[src/sv/gfdd_pkg.sv]
// Shared types and constants of the grid finite-difference derivative core.
// No dependencies; imported by gfdd_acc and the top level.
package gfdd_pkg;

    typedef enum logic [4:0] {
        S_IDLE = 5'b00001,
        S_RD   = 5'b00010,
        S_LAST = 5'b00100,
        S_PUT  = 5'b01000,
        S_BAD  = 5'b10000
    } t_state;

    // Control from the sequencer to the accumulator datapath
    typedef struct packed {
        logic       clr;    // start a new sum
        logic       add;    // read data of a corner arrives this cycle
        logic       neg;    // that corner is subtracted
        logic [1:0] shift;  // final scale, log2
    } t_acc_ctl;

    localparam logic       ACT_WRITE = 1'b0;
    localparam logic       ACT_QUERY = 1'b1;

    localparam logic [1:0] CFG_SIZE_X = 2'd0;
    localparam logic [1:0] CFG_SIZE_Y = 2'd1;
    localparam logic [1:0] CFG_SIZE_Z = 2'd2;

    localparam logic [2:0] KIND_LAST = 3'd6;
    localparam int         DERIV_LIMIT = 2097152;
    localparam int         DERIV_W = 23;

    // Axis mask per derivative kind: bit 0 x, bit 1 y, bit 2 z
    function automatic logic [2:0] kind_axes(input logic [2:0] kind);
        logic [2:0] ax;
        case (kind)
            3'd0:    ax = 3'b001;
            3'd1:    ax = 3'b010;
            3'd2:    ax = 3'b100;
            3'd3:    ax = 3'b011;
            3'd4:    ax = 3'b101;
            3'd5:    ax = 3'b110;
            3'd6:    ax = 3'b111;
            default: ax = 3'b001;
        endcase
        return ax;
    endfunction

endpackage

[src/sv/gfdd_acc.sv]
// Corner-sum accumulator for three components, with scale and saturation.
// Depends on gfdd_pkg (t_acc_ctl, DERIV_LIMIT, DERIV_W).
module gfdd_acc import gfdd_pkg::*; #(
    parameter int SB = 16
) (
    input  logic                i_clk,
    input  t_acc_ctl            i_ctl,
    input  logic [3*SB-1:0]     i_rdata,
    output logic [DERIV_W-1:0]  o_deriv_x,
    output logic [DERIV_W-1:0]  o_deriv_y,
    output logic [DERIV_W-1:0]  o_deriv_z
);

    localparam int AW = SB + 3;              // sum of up to eight samples
    localparam int PW = AW + 3;              // after scale by up to 8
    localparam int CW = (PW > DERIV_W) ? PW : DERIV_W;
    localparam logic signed [CW-1:0] LIM_P = CW'(DERIV_LIMIT);
    localparam logic signed [CW-1:0] LIM_N = -CW'(DERIV_LIMIT);

    logic signed [AW-1:0] r_acc [3];
    logic signed [AW-1:0] n_acc [3];
    logic [DERIV_W-1:0]   w_out [3];

    always_comb begin
        for (int i = 0; i < 3; i++) begin
            logic signed [AW-1:0] smp;
            smp = AW'($signed(i_rdata[i*SB +: SB]));
            n_acc[i] = r_acc[i];
            if (i_ctl.clr) begin
                n_acc[i] = '0;
            end else if (i_ctl.add) begin
                n_acc[i] = i_ctl.neg ? r_acc[i] - smp : r_acc[i] + smp;
            end
        end
    end

    always_ff @(posedge i_clk) begin
        for (int i = 0; i < 3; i++) begin
            r_acc[i] <= n_acc[i];
        end
    end

    always_comb begin
        for (int i = 0; i < 3; i++) begin
            logic signed [CW-1:0] prod;
            prod = CW'(r_acc[i]) <<< i_ctl.shift;
            if (prod > LIM_P) begin
                prod = LIM_P;
            end else if (prod < LIM_N) begin
                prod = LIM_N;
            end
            w_out[i] = prod[DERIV_W-1:0];
        end
    end

    assign o_deriv_x = w_out[0];
    assign o_deriv_y = w_out[1];
    assign o_deriv_z = w_out[2];

endmodule

[config.mk]
export PLATFORM = sky130hd
export DESIGN_NAME = gfdd_acc
export DESIGN_NICKNAME = d
export VERILOG_FILES = /design/src/sv/gfdd_pkg.sv /design/src/sv/gfdd_acc.sv
export SDC_FILE = /design/constraint.sdc
export NUM_CORES = 1
export LEC_CHECK = 0
export ABC_AREA = 0
export BUFFER_PORTS_ARGS = -buffer_cell sky130_fd_sc_hd__buf_2
export CAP_MARGIN = 10
export CORE_MARGIN = 2
export CORE_UTILIZATION = 45
export CTS_BUF_LIST = sky130_fd_sc_hd__clkbuf_4
export CTS_CLUSTER_SIZE = 28
export DETAILED_ROUTE_END_ITERATION = 16
export PLACE_DENSITY = 0.67
export RECOVER_POWER = 100
export SYNTH_ARGS = -nofsm -noshare
export SYNTH_HDL_FRONTEND = slang
export SYNTH_SLANG_ARGS = --single-unit
[constraint.sdc]
create_clock -name i_clk -period 3.2 [get_ports i_clk]
set_input_delay 0 -clock i_clk [delete_from_list [all_inputs] [get_ports i_clk]]
set_output_delay 0 -clock i_clk [all_outputs]
set_load 0.01 [all_outputs]
# After elaboration in Yosys (flattened, before gate mapping)
# Memories as Yosys holds them, arrays and structs flattened.
# Cells that the tools add are included.
# word_totals
reg_bits	0
mem_bits_rw	57
input_bits	54
output_inout_bits	69
wordCells	31
memories	1
# op_classes
add_sub_neg	6
magnitude_cmp	6
shift	3
mux	15
# memory_table
name	words	width	read_ports	rd_clocked_by_memory_dff	write_ports	line	text
r_acc	3	19	3	0	3	gfdd_acc.sv:20	logic signed [AW-1:0] r_acc [3];
# op_table
cell	n
two-way mux 19 bit	9
two-way mux 23 bit	6
> comparator 23 bit (second input constant)	3
< comparator 23 x 22 -> 1 bit (second input constant)	3
<<< shifter 19 x 2 -> 23 bit	3
adder 19 x 16 -> 19 bit	3
subtractor 19 x 16 -> 19 bit	3

# Logic depth before layout (Yosys ltp)
# depth
word_depth	4
ltp_mapped	16
mapped_depth_nobuf	15

# Worst setup path after synthesis
# OpenSTA, ideal clock, no wires.
# synth_path
path_type	input -> register
startpoint	in i_rdata[32]
endpoint	mem r_acc[0][56] (netlist name)
setup_ns	0.064
t_arrival_ns	3.212
path_slack_ns	-0.076
stages	14
path_cell_list	inv_1 ha_1 nand2b_1 or4b_2 o21ai_0 xor2_1 ha_1 nand4_1 or3_1 and3_1 o21ai_1 a31oi_1 or4_2 nand4_1
# synth_rtl
element	line	text
from (decl)	gfdd_acc.sv:8	input logic [3*SB-1:0] i_rdata,
to (decl)	gfdd_acc.sv:20	

==> flow_summary.toml <==
[clock_tree]
clk_latency_ns = 0.43
cts_setup_buffers = 0
cts.clk_slew.worst_paths_ns = 0.12
cts_buffers = 9
cts.path.max_buffers = 2
cts_tree = "built"
clock-sinks = 57
clock-root-buffer = "clkbuf_4"
h-tree-depth = 3

[grt]
grt_use_total_pct = 24.9
grt-ovfl-total = 0
grt_first_pass_wirelength_um = 33700
grt_max_degree = 50
grt_pass1_vias = 6756
antenna_found_initial = 1

[logic_synthesis]
synth_warnings = 0
synth_edf_count = 0
synthesis.nets = 977
ys_seq_elements = 57
synth-async-reset-ratio_pct = 0
syn_avg_cell_area_sq_um = 8.33
synth_area_sq_mm = 0.00719
ys.flop_type = "dfxtp_1"
syn_inst = 863
synth.distinct_cells = 74
ys_seq_area_share_pct = 15.9

[drt]
detail_route.vias_per_cell = 5.73
wire_per_inst_um = 16.6
drt-met1-wl_um = 9950
routed_wirelength_um = 21000
routed-wl-met3_um = 1140
wl_met2_um = 9510
drc = 0
top_layer = "met4"
drtIter0Drc = 559
vias = 7261
detail-route-antenna-nets = 0
drtPass1Iterations = 5

[sta]
worst_slack_ns = 0.201
hold_ws_ns = 0.0362
relSlewSlack_pct = -24.6
worst_pin_slew_ns = 1.87
timing.fmax_ghz = 0.333
timing.final.crit_share_pct = 93.7
skew_ns = 0.0158
finalHoldViolCount = 0
drv_slew = 33
final.min_clock_period_ns = 3.00
setup_violations = 0

[placement]
gp_congestion = 0.916
post_dp_cell_area_sq_mm = 0.00858
place_ws_ns = -0.194
dpl.cell_count = 1248
dp_hpwl_um = 16200
portBuffers = 122

[floorplan]
die_x_um = 130
core_sq_mm = 0.0158
ios = 123
dieArea_sq_mm = 0.0170
die_h_um = 130
initial_core_util_pct = 45.6
rows = 46

[setup_path]
crit_fanout = 4
critical_path_arrival_ns = 3.33
endpoint_kind = "flip-flop"
worst-setup-path-type = "in2reg"
regToRegSetupSlack_ns = 0.25
critPathLaunchType = "input pin"
required_ns = 3.53

[finish]
final_cells = 1267
syn_to_final_growth_pct = 21.1
final_area_sq_mm = 0.00871
fill_cells = 1544
top_regs = "r_acc x57"
top_register = "r_acc"
largest_reg_flops = 57
final_nets = 1160
drive_above_1_share_pct = 22.5
final_util_pct = 55.2

[power_and_ir_drop]
ir_worst_vdd_uv = 272
leakage_nw = 3.75
powerDensity_mw_per_mm2 = 527

[job]
cap_violations = 1

[outcome]
status = "complete, but fails checks"
violations = "capacitance limit, slew limit"

[hold_path]
holdCritPathClass = "in2reg"
## cell usage after synthesis, types with 16 or more instances
master,count,share of area [%]
nor2_1,98,5.1
dfxtp_1,57,16
xnor2_1,46,5.6
nor3_1,33,2.3
inv_1,28,1.5
mux2i_1,30,4.2
clkbuf_1,27,1.4
nor2b_1,16,1.4
a21oi_1,58,4.0
o21ai_0,52,3.6
a21o_1,25,2.6
ha_1,57,9.9
a211oi_1,19,2.0
mux4_2,45,14
xor2_1,27,3.3
nand2_1,54,2.8
## where the power goes
group          internal, W  switching, W
combinational      0.00140       0.00143
clock             0.000308      0.000313
sequential        0.000867      0.000271
total              0.00258       0.00202
## routing by layer
| metal | global-route usage, % | vias to the layer above |
|---|---|---|
| li1 | - | 3607 |
| met1 | 34.3 | 3394 |
| met2 | 40.5 | 228 |
| met3 | 3.62 | 32 |
| met4 | 8.32 | 0 |
| met5 | 0 | - |
## layout make-up
type                       instances  area, sq um  area share, %
multi-input combinational        728         5750           66.0
timing repair buffer             221         1280           14.8
sequential                        57         1140           13.1
tap                              216          270           3.10
inverter                          29          109           1.25
clock inverter                     6         83.8          0.963
clock buffer                       9         67.6          0.776
antenna                            1         2.50         0.0287
## cell families after synthesis
group / after synthesis / synth area share [%]
DFF: 57 / 15.9
buffers and inverters: 78 / 4.92
AOI/OAI and AO/OA: 227 / 20.4
xor gates and xnor gates: 73 / 8.89
and+or+nand+nor: 287 / 19.9
muxes: 81 / 19.2
adders and majority gates: 60 / 10.8
## worst max-delay path: stages
cell and delay, ns:
dlygate4sd3_1 0.52, buf_2 0.15, inv_1 0.08, ha_1 0.23
nand2_2 0.11, nor3_1 0.15, nor2_1 0.07, xnor2_1 0.12
ha_1 0.31, o211ai_1 0.12, a2111oi_2 0.38, o211ai_1 0.17
nor3b_2 0.20, a21oi_1 0.15, mux2i_1 0.22, mux2_2 0.34
## per-stage QoR
step | setup TNS, ns | total power [W]
after global placement | -0.548 | 0.00395
after global routing | -0.00585 | 0.00497
after floorplan | -0.0245 | 0.00298
after detailed placement | -1.21 | 0.00396
final | 0 | 0.00459
after CTS | 0 | 0.00459
## final timing paths
kind / from / end / cells past startpoint
max reg2reg: r_acc[0][19] / r_acc[0][35] / 11
max: i_rdata[0] / r_acc[0][18] / 16
min reg2reg: r_acc[0][0] / r_acc[0][0] / 2
min: i_ctl[4] / r_acc[0][4] / 4
## placed cells by master, fill, tap and decap left out, drive strengths merged, types with 7 or more instances in the layout
cell	instances
buf	146
a211oi	19
nand3	11
ha	57
clkbuf	81
o21a	10
o21ai	53
nand2b	8
mux2i	30
a21oi	59
and3	10
nand2	54
nor2b	16
nor3	34
inv	28
nor4	7
nor2	98
nand4	8
xnor2	46
a31oi	9
or3	10
dfxtp	57
xor2	27
o31ai	7
mux4	45
a21o	25
## timing repair
action / CTS / global route
endpoints found under the setup margin: 0 / 6
endpoints found under the hold margin: 3 / 0
gates resized for setup: 0 / 11
hold buffers: 3 / 0
(Power assumes the default switching activity.)
